==> config.mk <==
export PLATFORM = sky130hd
export DESIGN_NAME = implicit_binary_tree_store
export DESIGN_NICKNAME = d
export VERILOG_FILES = /design/src/sv/ibts_pkg.sv /design/src/sv/implicit_binary_tree_store.sv /design/src/sv/ibts_ram.sv
export SDC_FILE = /design/constraint.sdc
export NUM_CORES = 2
export LEC_CHECK = 0
export BUFFER_PORTS_ARGS = -buffer_cell sky130_fd_sc_hd__buf_2
export CAP_MARGIN = 20
export CORE_ASPECT_RATIO = 0.9
export CORE_MARGIN = 2
export CORE_UTILIZATION = 50
export DETAILED_ROUTE_END_ITERATION = 7
export MAX_ROUTING_LAYER = met4
export PLACE_DENSITY = 0.63
export SYNTH_ARGS = -nofsm -noshare
export SYNTH_HDL_FRONTEND = slang
export SYNTH_SLANG_ARGS = --single-unit
==> constraint.sdc <==
create_clock -name clk -period 18.7 [get_ports clk]
set_input_delay 1.87 -clock clk [delete_from_list [all_inputs] [get_ports clk]]
set_output_delay 1.87 -clock clk [all_outputs]
set_load 0.01 [all_outputs]
==> src/sv/ibts_pkg.sv <==
package ibts_pkg;

  // Number of entries in the level-ordered node store.
  localparam int NODE_COUNT = 127;

  // Index of a stored entry, and a wider address that can hold child
  // positions beyond the end of the store.
  localparam int IDX_W  = $clog2(NODE_COUNT);
  localparam int ADDR_W = IDX_W + 2;
  localparam int POS_W  = ADDR_W + 8;

  localparam int VAL_W   = 16;
  localparam int FUNC_W  = 3;
  localparam int LEVEL_W = 3;
  localparam int ORDER_W = 7;
  localparam int DEPTH_W = 3;

  typedef logic [VAL_W-1:0]   val_t;
  typedef logic [FUNC_W-1:0]  func_t;
  typedef logic [LEVEL_W-1:0] level_t;
  typedef logic [ORDER_W-1:0] order_t;
  typedef logic [DEPTH_W-1:0] depth_t;
  typedef logic [IDX_W-1:0]   idx_t;
  typedef logic [ADDR_W-1:0]  addr_t;

  // Operation codes.
  localparam func_t F_CLEAR  = 3'd0;
  localparam func_t F_ASSIGN = 3'd1;
  localparam func_t F_READ   = 3'd2;
  localparam func_t F_QUERY  = 3'd3;
  localparam func_t F_STATUS = 3'd4;

  // Sequencer states.
  typedef enum logic [3:0] {
    S_IDLE,
    S_START,
    S_ASG_P,
    S_ASG_C1,
    S_ASG_C2,
    S_RD,
    S_Q_ROOT,
    S_Q_SCAN,
    S_Q_PAR,
    S_Q_LEFT,
    S_Q_RIGHT,
    S_Q_SIB,
    S_ST_ROOT,
    S_ST_SCAN,
    S_DONE
  } state_t;

  // One result item as it is built up by the sequencer.
  typedef struct packed {
    logic   ok;
    val_t   node_value;
    val_t   parent_value;
    val_t   left_value;
    val_t   right_value;
    val_t   left_sibling_value;
    val_t   right_sibling_value;
    depth_t tree_depth;
    logic   tree_empty;
  } res_t;

  // Tree depth from the count of entries up to the last occupied one:
  // the bit length of the count, saturated at seven levels.
  function automatic depth_t depth_of(input addr_t count);
    int j;
    j = 0;
    for (int b = 0; b < ADDR_W; b++) begin
      if (count[b]) begin
        j = b + 1;
      end
    end
    if (j > 7) begin
      j = 7;
    end
    return DEPTH_W'(j);
  endfunction

endpackage

==> src/sv/implicit_binary_tree_store.sv <==
// Binary tree store kept in level order in one memory of NODE_COUNT 16-bit
// entries, with a zero value marking an empty node. Every operation runs on
// a small sequencer around a single memory read port, one entry per cycle,
// and returns one result transfer. Status scans every entry of the store, and
// query scans entries until the key is found or the store ends. The block
// takes no new item while one is in work, but a finished result may wait on
// the output while the next item starts. Each entry has a valid bit that
// reset and clear drop at once, so there is no clearing pass and the store
// is usable right after reset.
module implicit_binary_tree_store (
  input  logic            clk,
  input  logic            rst,
  input  logic            in_valid,
  output logic            in_ready,
  input  ibts_pkg::func_t  func,
  input  ibts_pkg::level_t level,
  input  ibts_pkg::order_t order,
  input  ibts_pkg::val_t   new_value,
  input  ibts_pkg::val_t   search_key,
  output logic            out_valid,
  input  logic            out_ready,
  output logic            ok,
  output ibts_pkg::val_t   node_value,
  output ibts_pkg::val_t   parent_value,
  output ibts_pkg::val_t   left_value,
  output ibts_pkg::val_t   right_value,
  output ibts_pkg::val_t   left_sibling_value,
  output ibts_pkg::val_t   right_sibling_value,
  output ibts_pkg::depth_t tree_depth,
  output logic            tree_empty
);
  import ibts_pkg::*;

  state_t state, state_next;

  func_t  func_q;
  level_t level_q;
  order_t order_q;
  val_t   val_q;
  val_t   key_q;

  idx_t  idx, idx_next;
  addr_t count, count_next;
  res_t  res, res_next;
  res_t  out_res;

  logic [NODE_COUNT-1:0] vld;
  logic                  rd_hit;

  logic  rd_en;
  addr_t rd_addr;
  logic  rd_in_range;
  logic  wr_en;
  idx_t  wr_addr;
  logic  clr_all;
  val_t  ram_q;
  val_t  rd_value;

  logic [POS_W-1:0] span;
  logic [POS_W-1:0] pos_full;
  logic             pos_ok;
  idx_t             pos_idx;
  addr_t            idx_w;
  logic             last;
  logic             match;
  logic             out_free;
  logic             in_xfer;

  // Node memory.
  ibts_ram #(
    .WIDTH(VAL_W),
    .DEPTH(NODE_COUNT)
  ) u_ram (
    .clk  (clk),
    .we   (wr_en),
    .waddr(wr_addr),
    .wdata(val_q),
    .re   (rd_en),
    .raddr(rd_addr[IDX_W-1:0]),
    .rdata(ram_q)
  );

  // Decode of the request and of the entry that arrives from the memory.
  always_comb begin
    span     = POS_W'(1) << (level_q - LEVEL_W'(1));
    pos_full = span + POS_W'(order_q) - POS_W'(2);
    pos_ok   = (level_q != '0) && (order_q != '0) && (POS_W'(order_q) <= span) &&
               (pos_full < POS_W'(NODE_COUNT));
    pos_idx  = pos_full[IDX_W-1:0];
    idx_w    = ADDR_W'(idx);
    last     = (idx == IDX_W'(NODE_COUNT - 1));
    rd_value = rd_hit ? ram_q : '0;
    match    = (rd_value == key_q);
    out_free = !out_valid || out_ready;
    in_xfer  = in_valid && in_ready;
    rd_in_range = (rd_addr < ADDR_W'(NODE_COUNT));
  end

  // Next state of the sequencer.
  always_comb begin
    state_next = state;
    unique case (state)
      S_IDLE:    if (in_valid) state_next = S_START;
      S_START: begin
        case (func_q)
          F_ASSIGN: begin
            if (!pos_ok) begin
              state_next = S_DONE;
            end else if (val_q != '0) begin
              state_next = (pos_idx == '0) ? S_DONE : S_ASG_P;
            end else begin
              state_next = S_ASG_C1;
            end
          end
          F_READ:   state_next = pos_ok ? S_RD : S_DONE;
          F_QUERY:  state_next = S_Q_ROOT;
          F_STATUS: state_next = S_ST_ROOT;
          default:  state_next = S_DONE;
        endcase
      end
      S_ASG_P:   state_next = S_DONE;
      S_ASG_C1:  state_next = (rd_value != '0) ? S_DONE : S_ASG_C2;
      S_ASG_C2:  state_next = S_DONE;
      S_RD:      state_next = S_DONE;
      S_Q_ROOT:  state_next = (rd_value == '0 || key_q == '0) ? S_DONE : S_Q_SCAN;
      S_Q_SCAN: begin
        if (match) begin
          state_next = S_Q_PAR;
        end else if (last) begin
          state_next = S_DONE;
        end
      end
      S_Q_PAR:   state_next = S_Q_LEFT;
      S_Q_LEFT:  state_next = S_Q_RIGHT;
      S_Q_RIGHT: state_next = S_Q_SIB;
      S_Q_SIB:   state_next = S_DONE;
      S_ST_ROOT: state_next = S_ST_SCAN;
      S_ST_SCAN: if (last) state_next = S_DONE;
      S_DONE:    if (out_free) state_next = S_IDLE;
      default:   state_next = S_IDLE;
    endcase
  end

  // Memory accesses and result fields for each step.
  always_comb begin
    rd_en      = 1'b0;
    rd_addr    = '0;
    wr_en      = 1'b0;
    wr_addr    = idx;
    clr_all    = 1'b0;
    idx_next   = idx;
    count_next = count;
    res_next   = res;
    in_ready   = (state == S_IDLE);
    unique case (state)
      S_IDLE: begin
        if (in_valid) begin
          res_next = '0;
        end
      end
      S_START: begin
        case (func_q)
          F_CLEAR: begin
            clr_all     = 1'b1;
            res_next.ok = 1'b1;
          end
          F_ASSIGN: begin
            if (pos_ok) begin
              idx_next = pos_idx;
              if (val_q != '0) begin
                if (pos_idx == '0) begin
                  wr_en       = 1'b1;
                  wr_addr     = pos_idx;
                  res_next.ok = 1'b1;
                end else begin
                  rd_en   = 1'b1;
                  rd_addr = (ADDR_W'(pos_idx) - ADDR_W'(1)) >> 1;
                end
              end else begin
                rd_en   = 1'b1;
                rd_addr = (ADDR_W'(pos_idx) << 1) + ADDR_W'(1);
              end
            end
          end
          F_READ: begin
            if (pos_ok) begin
              idx_next = pos_idx;
              rd_en    = 1'b1;
              rd_addr  = ADDR_W'(pos_idx);
            end
          end
          F_QUERY, F_STATUS: begin
            rd_en   = 1'b1;
            rd_addr = '0;
          end
          default: begin
          end
        endcase
      end
      S_ASG_P: begin
        if (rd_value != '0) begin
          wr_en       = 1'b1;
          res_next.ok = 1'b1;
        end
      end
      S_ASG_C1: begin
        if (rd_value == '0) begin
          rd_en   = 1'b1;
          rd_addr = (idx_w << 1) + ADDR_W'(2);
        end
      end
      S_ASG_C2: begin
        if (rd_value == '0) begin
          wr_en       = 1'b1;
          res_next.ok = 1'b1;
        end
      end
      S_RD: begin
        res_next.ok         = 1'b1;
        res_next.node_value = rd_value;
      end
      S_Q_ROOT: begin
        if (rd_value != '0 && key_q != '0) begin
          idx_next = IDX_W'(1);
          rd_en    = 1'b1;
          rd_addr  = ADDR_W'(1);
        end
      end
      S_Q_SCAN: begin
        if (match) begin
          rd_en   = 1'b1;
          rd_addr = (idx_w - ADDR_W'(1)) >> 1;
        end else if (!last) begin
          idx_next = idx + IDX_W'(1);
          rd_en    = 1'b1;
          rd_addr  = idx_w + ADDR_W'(1);
        end
      end
      S_Q_PAR: begin
        res_next.parent_value = rd_value;
        rd_en   = 1'b1;
        rd_addr = (idx_w << 1) + ADDR_W'(1);
      end
      S_Q_LEFT: begin
        res_next.left_value = rd_value;
        rd_en   = 1'b1;
        rd_addr = (idx_w << 1) + ADDR_W'(2);
      end
      S_Q_RIGHT: begin
        res_next.right_value = rd_value;
        rd_en   = 1'b1;
        rd_addr = idx[0] ? (idx_w + ADDR_W'(1)) : (idx_w - ADDR_W'(1));
      end
      S_Q_SIB: begin
        res_next.ok = 1'b1;
        if (idx[0]) begin
          res_next.right_sibling_value = rd_value;
        end else begin
          res_next.left_sibling_value = rd_value;
        end
      end
      S_ST_ROOT: begin
        res_next.ok         = (rd_value != '0);
        res_next.node_value = rd_value;
        res_next.tree_empty = (rd_value == '0);
        count_next = (rd_value != '0) ? ADDR_W'(1) : '0;
        idx_next   = IDX_W'(1);
        rd_en      = 1'b1;
        rd_addr    = ADDR_W'(1);
      end
      S_ST_SCAN: begin
        if (rd_value != '0) begin
          count_next = idx_w + ADDR_W'(1);
        end
        if (last) begin
          res_next.tree_depth = depth_of(count_next);
        end else begin
          idx_next = idx + IDX_W'(1);
          rd_en    = 1'b1;
          rd_addr  = idx_w + ADDR_W'(1);
        end
      end
      S_DONE: begin
      end
      default: begin
      end
    endcase
  end

  // Sequencer and per-entry valid bits.
  always_ff @(posedge clk) begin
    if (rst) begin
      state  <= S_IDLE;
      vld    <= '0;
      rd_hit <= 1'b0;
    end else begin
      state  <= state_next;
      rd_hit <= rd_en && rd_in_range && vld[rd_addr[IDX_W-1:0]];
      if (clr_all) begin
        vld <= '0;
      end else if (wr_en) begin
        vld[wr_addr] <= 1'b1;
      end
    end
  end

  // Request fields, scan position and result under construction.
  always_ff @(posedge clk) begin
    if (in_xfer) begin
      func_q  <= func;
      level_q <= level;
      order_q <= order;
      val_q   <= new_value;
      key_q   <= search_key;
    end
    idx   <= idx_next;
    count <= count_next;
    res   <= res_next;
  end

  // Output register: a finished result waits here for its transfer.
  always_ff @(posedge clk) begin
    if (rst) begin
      out_valid <= 1'b0;
    end else if (state == S_DONE && out_free) begin
      out_valid <= 1'b1;
    end else if (out_ready) begin
      out_valid <= 1'b0;
    end
  end

  always_ff @(posedge clk) begin
    if (state == S_DONE && out_free) begin
      out_res <= res;
    end
  end

  assign ok                  = out_res.ok;
  assign node_value          = out_res.node_value;
  assign parent_value        = out_res.parent_value;
  assign left_value          = out_res.left_value;
  assign right_value         = out_res.right_value;
  assign left_sibling_value  = out_res.left_sibling_value;
  assign right_sibling_value = out_res.right_sibling_value;
  assign tree_depth          = out_res.tree_depth;
  assign tree_empty          = out_res.tree_empty;

  // The memory is never read and written in the same cycle.
  a_no_rd_wr: assert property (@(posedge clk) disable iff (rst)
    !(rd_en && wr_en))
    else $error("memory read and write in the same cycle");

  // Writes only come from the assign steps.
  a_wr_assign: assert property (@(posedge clk) disable iff (rst)
    wr_en |-> (func_q == F_ASSIGN) &&
              (state == S_START || state == S_ASG_P || state == S_ASG_C2))
    else $error("memory write outside an assign");

  // A clear drops every valid bit in the next cycle.
  a_clear: assert property (@(posedge clk) disable iff (rst)
    (state == S_START && func_q == F_CLEAR) |=> (vld == '0))
    else $error("clear left valid entries");

  // Scans stay inside the store.
  a_scan_range: assert property (@(posedge clk) disable iff (rst)
    (state == S_Q_SCAN || state == S_ST_SCAN) |->
      (ADDR_W'(idx) < ADDR_W'(NODE_COUNT)))
    else $error("scan index beyond the store");

  // A result is offered only once the sequencer has finished.
  a_out_load: assert property (@(posedge clk) disable iff (rst)
    $rose(out_valid) |-> $past(state) == S_DONE)
    else $error("result offered before the operation finished");

endmodule

==> src/sv/ibts_ram.sv <==
module ibts_ram #(
  parameter int WIDTH = 16,
  parameter int DEPTH = 128
) (
  input  logic                     clk,
  input  logic                     we,
  input  logic [$clog2(DEPTH)-1:0] waddr,
  input  logic [WIDTH-1:0]         wdata,
  input  logic                     re,
  input  logic [$clog2(DEPTH)-1:0] raddr,
  output logic [WIDTH-1:0]         rdata
);

  logic [WIDTH-1:0] mem [DEPTH];

  // Single write port and one registered read port.
  always_ff @(posedge clk) begin
    if (we) begin
      mem[waddr] <= wdata;
    end
    if (re) begin
      rdata <= mem[raddr];
    end
  end

endmodule
# Word-level counts from Yosys, hierarchy flattened
# Memories as Yosys holds them, arrays and structs flattened. A register that Yosys moved wholly into a read port is not among the register bits.
# Index checks and enable logic that the tools add are counted.
[word_totals]
memories = 1
register_bits = 396
ramBits = 2032
input_bits = 49
[memory_table]
columns = ["memory", "words", "word_bits", "rd", "rd_ports_with_merged_regs", "write_ports", "line_no", "text"]
rows = [
  ["u_ram.mem", 127, 16, 1, 1, 1, "ibts_ram.sv:14", "logic [WIDTH-1:0] mem [DEPTH];"],
]
[classes]
bitwise_logic = 1
muxes = 95
n_reduce_logical = 51
addsub = 10
eq_ne = 35
magnitude_cmp = 7
n_shift = 1
[ops]
columns = ["cell", "n"]
rows = [
  ["32-bit two-way mux", 10],
  ["16-bit one-hot mux with 2 select lines", 4],
  ["127-bit OR", 1],
  ["101-bit two-way mux", 1],
  ["9-bit one-hot mux with 9 select lines", 1],
  ["7-bit two-way mux", 11],
  ["32-bit one-hot mux with 2 select lines", 1],
  ["9-bit two-way mux", 6],
  ["16-bit two-way mux", 3],
  ["4-bit one-hot mux with 12 select lines", 1],
  ["16-bit nonzero test", 3],
  ["4-bit two-way mux", 10],
  ["9-bit one-hot mux with 2 select lines", 2],
  ["7-bit one-hot mux with 5 select lines", 1],
  ["32-bit by 4-bit > comparator with 1-bit output (second input constant)", 1],
  ["16-bit logical NOT", 2],
  ["1-bit two-way mux", 29],
  ["4-bit == test (second input constant)", 7],
  ["8-bit two-way mux", 3],
  ["2-bit inequality test (second input constant)", 11],
  ["8-bit by 1-bit adder with 9-bit output (second input constant)", 2],
  ["2-bit nonzero test", 9],
  ["17-bit by 7-bit adder with 17-bit output", 1],
  ["7-bit by 17-bit <= comparator with 1-bit output", 1],
  ["other kinds (45)", 79],
]

# Longest topological paths before layout
[depth]
ltp_word = 19
ltp_mapped = 26
ltp_nobuf = 20

# Modules after synthesis
# From an unflattened synthesis, not the netlist that was laid out.
[unflattened]
cells_unflattened = 4973
area_unflattened_um2 = 95791.9
[modules_own_cells]
columns = ["module", "cells_per_inst", "instances", "area_per_inst_um2"]
rows = [
  ["ibts_ram", 3436, 1, 78701.7],
  ["implicit_binary_tree_store", 1537, 1, 17090.1],
]

# Worst setup path after synthesis
# No wires, ideal clock.
[synth_path]
path_kind = "input to register"
from = "input out_ready"
to = "register out_res (netlist bit left_sibling_value[0]), enable pin"
t_arrival_ps = 8758
stages = 2
required_ps = 18015
setup_ps = 685
slack_ps = 9257
cell_sequence = "nor2b_1 > nor3_1"
[synth_via]
elab_chain_cells = 2
[synth_rtl]
columns = ["element", "line_no", "text"]
rows = [
  ["start, declared", "implicit_binary_tree_store.sv:21", "input logic out_ready,"],
  ["1-bit logical OR", "implicit_binary_tree_store.sv:94", "out_free = !out_valid || out_ready;"],
  ["1-bit logical AND", "implicit_binary_tree_store.sv:333", "if (state == S_DONE && out_free) begin"],
  ["end signal, assigned", "implicit_binary_tree_store.sv:334", "out_res <= res;"],
  ["end, declared", "implicit_binary_tree_store.sv:45", "res_t out_res;"],
]
# No other way between the ends.
# A chain may end at the register's enable or synchronous reset.

# Worst setup path after layout
[layout_path]
from = "register level_q[0]"
to = "register u_ram.rdata[13], read port of u_ram.mem, data pin"
[layout_via]
elab_chain_cells = 10
word_cells_on_any_way = 25
cone_classes = "add/sub (5); order compare (2); shift (1); mux (12); reduce/logical (5)"
[layout_rtl]
columns = ["element", "line_no", "text"]
rows = [
  ["start, declared", "implicit_binary_tree_store.sv:37", "level_t level_q;"],
  ["start signal, assigned", "implicit_binary_tree_store.sv:311", "level_q <= level;"],
  ["3-bit by 1-bit subtractor with 3-bit output", "implicit_binary_tree_store.sv:85", "span = POS_W'(1) << (level_q - LEVEL_W'(1));"],
  ["1-bit by 3-bit << shifter with 17-bit output", "implicit_binary_tree_store.sv:85", ""],
  ["17-bit by 7-bit adder with 17-bit output", "implicit_binary_tree_store.sv:86", "pos_full = span + POS_W'(order_q) - POS_W'(2);"],
  ["17-bit by 2-bit subtractor with 17-bit output", "implicit_binary_tree_store.sv:86", ""],
  ["7-bit by 1-bit subtractor with 8-bit output / 7-bit logical NOT (equally long branches)", "implicit_binary_tree_store.sv:177, implicit_binary_tree_store.sv:171", ""],
  ["8-bit two-way mux / 1-bit two-way mux (equally long branches)", "implicit_binary_tree_store.sv:171", "if (pos_idx == '0) begin"],
  ["9-bit two-way mux / 1-bit two-way mux (equally long branches)", "implicit_binary_tree_store.sv:170", "if (val_q != '0) begin"],
  ["9-bit two-way mux / 1-bit two-way mux (equally long branches)", "implicit_binary_tree_store.sv:168", "if (pos_ok) begin"],
  ["9-bit one-hot mux with 2 select lines / 1-bit one-hot mux with 3 select lines (equally long branches)", "implicit_binary_tree_store.sv:162", "case (func_q)"],
  ["9-bit one-hot mux with 9 select lines / 1-bit one-hot mux with 6 select lines (equally long branches)", "implicit_binary_tree_store.sv:155", "unique case (state)"],
  ["end, declared", "ibts_ram.sv:11", "output logic [WIDTH-1:0] rdata"],
]
# Parallel ways exist; a longest one is shown, timed or not.

==> results by stage <==
Power:
- In this run the power density over the cells is 147 mW/mm2.
- The clock group share of total power is 28.8%.
- The switching power is 5.85 mW.
- The net switching share of the total power is ~36%.
- In this run, flip-flops and latches consume 41.2% of the power.
- For this design the static power due to leakage is 38.0 nW.
- The worst-case IR drop observed on VDD is 125 uV.
- The internal portion of the total power is around 10 mW.
- The fraction of power consumed by combinational cells is 29.9%.

Floorplanning:
- The die covers between 0.15 and 0.2 mm2.
- Row generation in the floorplan step produced 154 rows.
- The vertical extent of the die is 424 um.
- Measured along the x axis, the die boundary spans 470 um.
- The core region is roughly 0.19 mm2.
- The starting utilization of the core area is 50.2%.
- The boundary pin count is 152.

Critical path:
- The largest fanout of any net on the critical path is around 120.
- Grouping stages by cell kind, the critical path spends the most delay in buffers and inverters.
- The number of buffers and inverters on the critical path is 7.
- The maximum cell stage delay along the critical path is 0.80 ns.
- The data required time at the worst endpoint is 19.29 ns.
- By instance count, the cell type seen most on the critical path is sky130_fd_sc_hd__buf_4.
- The worst-path cell with the longest stage delay is sky130_fd_sc_hd__buf_4.
- The endpoint class of the critical path is a flip-flop.
- The type of the worst setup path is reg -> reg.
- The critical path data arrival time is 9.30 ns.
- The critical path launch point type is a flip-flop.
- The signal on the critical path passes through or3b_2 -> ha_1 -> inv_1 -> ha_1 -> inv_1 -> fa_1 -> nor2b_1 -> a21oi_1 -> o211a_1 -> nor3_1 -> a31oi_1 -> a211oi_4 -> buf_12 -> buf_4 -> buf_4 -> buf_4 -> mux2i_1 -> mux2i_1 -> a32oi_1 -> nand4_1 -> o311ai_1 -> buf_4 -> a221oi_2.

Timing:
- The final setup violation count is 0.
- Setup repair after global routing left no endpoint under its margin.
- The worst clock skew is around 0.08 ns.
- The number of pins with negative max-slew slack in the final report was 0.
- The share of the clock period used by the worst path after layout is 46.6%.
- The final hold violation count came to 0.
- Setup total negative slack on the finished layout was measured at 0 ns.
- Derived from the worst setup path, the maximum achievable clock frequency is 115 MHz.
- For the finished layout, the period the worst path requires is just under 9 ns.
- The slew of the pin with the lowest slew margin is approximately 1.3 ns.
- Measured against its own limit, the worst slew margin works out to between 15 and 20%.

Clocking:
- Counting every sink on the clock net gives approximately 2400.
- TritonCTS built the clock tree.
- The number of buffers inserted by post-CTS setup repair is 0.
- The H-tree generated during clock tree synthesis spans 4 levels.
- In this run, post-CTS repair resized a total of 0 instances.
- The CTS root buffer is sky130_fd_sc_hd__clkbuf_16.
- After clock tree synthesis, the clock-pin slew on the worst setup and hold paths is around 0.060 ns.
- The clock latency on the worst-skew pair is 0.92 ns.
- The number of buffers between clock root and the deepest sink is 3.
- The hold buffer count at CTS is 0.
- Counting the buffers created by CTS gives 231.

Global routing:
- The pin count of the biggest net entering global routing is ~150.
- The aggregate global routing overflow is 0.
- The global-route wire length before repair is 431000 um.
- The number of antenna violations at the first check in global routing is 17.
- Global routing used 30.8% of the available tracks.
- The number of global-route vias before repair is roughly 59000.

Finish:
- In the final layout, the registers with the most flip-flops are u_ram.mem (2032), vld (127), res (101).
- The register with the most flip-flops in the layout has between 2000 and 2500 of them.
- The area growth from synthesis to layout is 12.3%.
- The fraction of final layout cells with drive strength greater than 1 is between 10% and 20%.
- The register ranked first by flip-flop count is u_ram.mem.
- The final layout contains 7388 nets.
- The filler cell count is 15450.
- Cells fill 56.3% of the core in the end.

Detailed routing:
- The detail route stage leaves a number of antenna-violating nets equal to 0.
- The number of DRC violations after detailed-routing iteration 0 is 9933.
- The first TritonRoute pass finished after 6 iterations.
- The via total after detailed routing is 63319.
- After detailed routing, the number of remaining DRC violations is 0.
- Wires add up to 302000 um.
- In the routed layout, each cell is associated on average with a via count of 6.27.
- The average wire per standard cell is approximately 30 um.

Synthesis:
- Sequential elements use 73.7% of the synthesized area.
- The netlist area before placement is 0.0978 mm2.
- The net count after synthesis is approximately 7200.
- Counting flops and latches in the post-synthesis netlist gives 2444.
- The share of synthesized flip-flops with an asynchronous set or reset is 0%.
- Among all flip-flop cells after synthesis, the most frequent one is sky130_fd_sc_hd__edfxtp_1.
- The synthesized netlist cell count is just over 7000.
- During synthesis, Yosys emitted a total of 0 warnings.
- The number of distinct standard cells referenced by the synthesized netlist is between 90 and 100.
- A synthesized cell averages 13.8 um2.
- In this run, synthesis inferred 2311 flip-flops with an integrated enable.

Job:
- Max-cap violations in this run came to 0.

Placed design:
- After legalization and detailed placement, the total HPWL measured 175000 um.
- The final weighted congestion in routability-driven placement is 0.906.
- The count of buffers added on input and output ports is about 150.

Hold path:
- The type of the worst min-delay path is reg -> reg.

Run status:
- The run finished with clean final reports.
power groups by stage:
stage / logic [mW] / registers [mW] / clock network [mW]
after floorplan: 2.61 / 6.85 / 0
after global placement: 4.65 / 6.76 / 0
after detailed placement: 4.71 / 6.77 / 0
after CTS: 4.73 / 6.65 / 4.69
after global routing: 5.06 / 6.67 / 4.91
final: 4.84 / 6.66 / 4.66
per-layer routing:
| layer | GRT usage [%] | wire length (um) | vias up |
|---|---|---|---|
| met1 | 42.3 | 119000 | 31749 |
| met3 | 7.37 | 36800 | 545 |
| met4 | 10.2 | 10500 | 0 |
| met5 | - | 0 | - |
| li1 | - | - | 27099 |
| met2 | 45.3 | 136000 | 3926 |
synth_stat cells, types with 10 or more instances:
master | number | area [um2]
sky130_fd_sc_hd__a32oi_1 | 50 | 438
sky130_fd_sc_hd__nor2b_1 | 15 | 93.8
sky130_fd_sc_hd__nand3_1 | 635 | 3180
sky130_fd_sc_hd__a22oi_1 | 13 | 97.6
sky130_fd_sc_hd__buf_6 | 14 | 158
sky130_fd_sc_hd__edfxtp_1 | 2311 | 69400
sky130_fd_sc_hd__or3_1 | 16 | 100
sky130_fd_sc_hd__a2111oi_0 | 14 | 123
sky130_fd_sc_hd__and3_1 | 62 | 388
sky130_fd_sc_hd__a221oi_1 | 26 | 228
sky130_fd_sc_hd__ha_1 | 26 | 325
sky130_fd_sc_hd__o221ai_1 | 38 | 333
sky130_fd_sc_hd__inv_1 | 33 | 124
sky130_fd_sc_hd__nand2b_1 | 15 | 93.8
sky130_fd_sc_hd__buf_4 | 64 | 480
sky130_fd_sc_hd__nand4_1 | 61 | 382
sky130_fd_sc_hd__a211oi_1 | 32 | 240
sky130_fd_sc_hd__buf_1 | 32 | 120
sky130_fd_sc_hd__o22ai_1 | 37 | 231
sky130_fd_sc_hd__o2111ai_1 | 10 | 87.6
sky130_fd_sc_hd__o21a_1 | 135 | 1010
sky130_fd_sc_hd__dfxtp_1 | 133 | 2660
sky130_fd_sc_hd__o21ai_0 | 83 | 415
sky130_fd_sc_hd__mux4_2 | 24 | 541
sky130_fd_sc_hd__nand2_1 | 1524 | 5720
sky130_fd_sc_hd__clkbuf_1 | 176 | 661
sky130_fd_sc_hd__buf_2 | 154 | 771
sky130_fd_sc_hd__xnor2_1 | 15 | 131
sky130_fd_sc_hd__a31oi_1 | 67 | 419
sky130_fd_sc_hd__a311oi_1 | 48 | 420
sky130_fd_sc_hd__a21oi_1 | 195 | 976
sky130_fd_sc_hd__a21o_1 | 11 | 82.6
sky130_fd_sc_hd__o211ai_1 | 21 | 158
sky130_fd_sc_hd__nor4_1 | 42 | 263
sky130_fd_sc_hd__nor2_1 | 352 | 1320
sky130_fd_sc_hd__o22a_1 | 11 | 96.3
sky130_fd_sc_hd__nor3_1 | 44 | 220
sky130_fd_sc_hd__mux2i_1 | 339 | 3390
sky130_fd_sc_hd__or4_1 | 12 | 90.1
worst paths after layout:
path / slack, ns / endpoint / cells past startpoint / start
max reg2reg: 9.99 / u_ram.rdata[13] / 23 / level_q[0]
min reg2reg: 0.42 / left_value[2] / 0 / res[54]
min: 0.42 / left_value[2] / 0 / res[54]
max: 9.99 / u_ram.rdata[13] / 23 / level_q[0]
layout by cell type, fill, tap and decap left out, types with 36 or more instances in the layout:
cell type                      n
sky130_fd_sc_hd__edfxtp_1   2311
sky130_fd_sc_hd__nor2_1      297
sky130_fd_sc_hd__o21a_1      135
sky130_fd_sc_hd__o22ai_1      36
sky130_fd_sc_hd__nor2_2       46
sky130_fd_sc_hd__nand3_1     635
sky130_fd_sc_hd__clkbuf_16   232
sky130_fd_sc_hd__and3_1       62
sky130_fd_sc_hd__mux2i_1     339
sky130_fd_sc_hd__o21ai_0      80
sky130_fd_sc_hd__a311oi_1     48
sky130_fd_sc_hd__clkinv_1     59
sky130_fd_sc_hd__clkinv_2     37
sky130_fd_sc_hd__a21oi_1     191
sky130_fd_sc_hd__buf_2       153
sky130_fd_sc_hd__clkbuf_1     55
sky130_fd_sc_hd__nand2_1    1519
sky130_fd_sc_hd__buf_4       263
sky130_fd_sc_hd__a32oi_1      50
sky130_fd_sc_hd__nor4_1       38
sky130_fd_sc_hd__o221ai_1     38
sky130_fd_sc_hd__dfxtp_1     133
sky130_fd_sc_hd__a31oi_1      67
sky130_fd_sc_hd__nor3_1       41
sky130_fd_sc_hd__nand4_1      61
area by class of cell:
class                           instances  area [um2]  area share, %
Sequential cell                      2444       72100           65.6
Multi-Input combinational cell       4171       23900           21.7
Clock buffer                          297        6150           5.60
Tap cell                             2574        3220           2.93
Timing Repair Buffer                  431        3020           2.75
Clock inverter                        138        1370           1.25
Inverter                               33         124          0.113
Antenna cell                           15        37.5         0.0342
kinds of logic after synthesis:
| group | Yosys count | share of synthesized area, % |
|---|---|---|
| mux | 372 | 4.12 |
| flops | 2444 | 73.7 |
| xor+xnor | 24 | 0.215 |
| buf+inv | 474 | 2.38 |
| simple gates | 2830 | 12.6 |
| compound gates | 917 | 6.70 |
| fa+ha+maj | 28 | 0.363 |
stage by stage:
stage / setup slack (ns) / instance area, um2 / instances / hold slack [ns] / total power [mW]
floorplan: 9.26 / 97800 / 7089 / 0.400 / 9.46
global placement: 9.48 / 102000 / 9642 / 0.400 / 11.4
detailed placement: 10.21 / 102000 / 9648 / 0.405 / 11.5
CTS: 10.22 / 110000 / 10083 / 0.410 / 16.1
global route: 9.61 / 110000 / 10101 / 0.424 / 16.6
finish: 9.99 / 110000 / 10103 / 0.415 / 16.2
(Power assumes the default switching activity.)
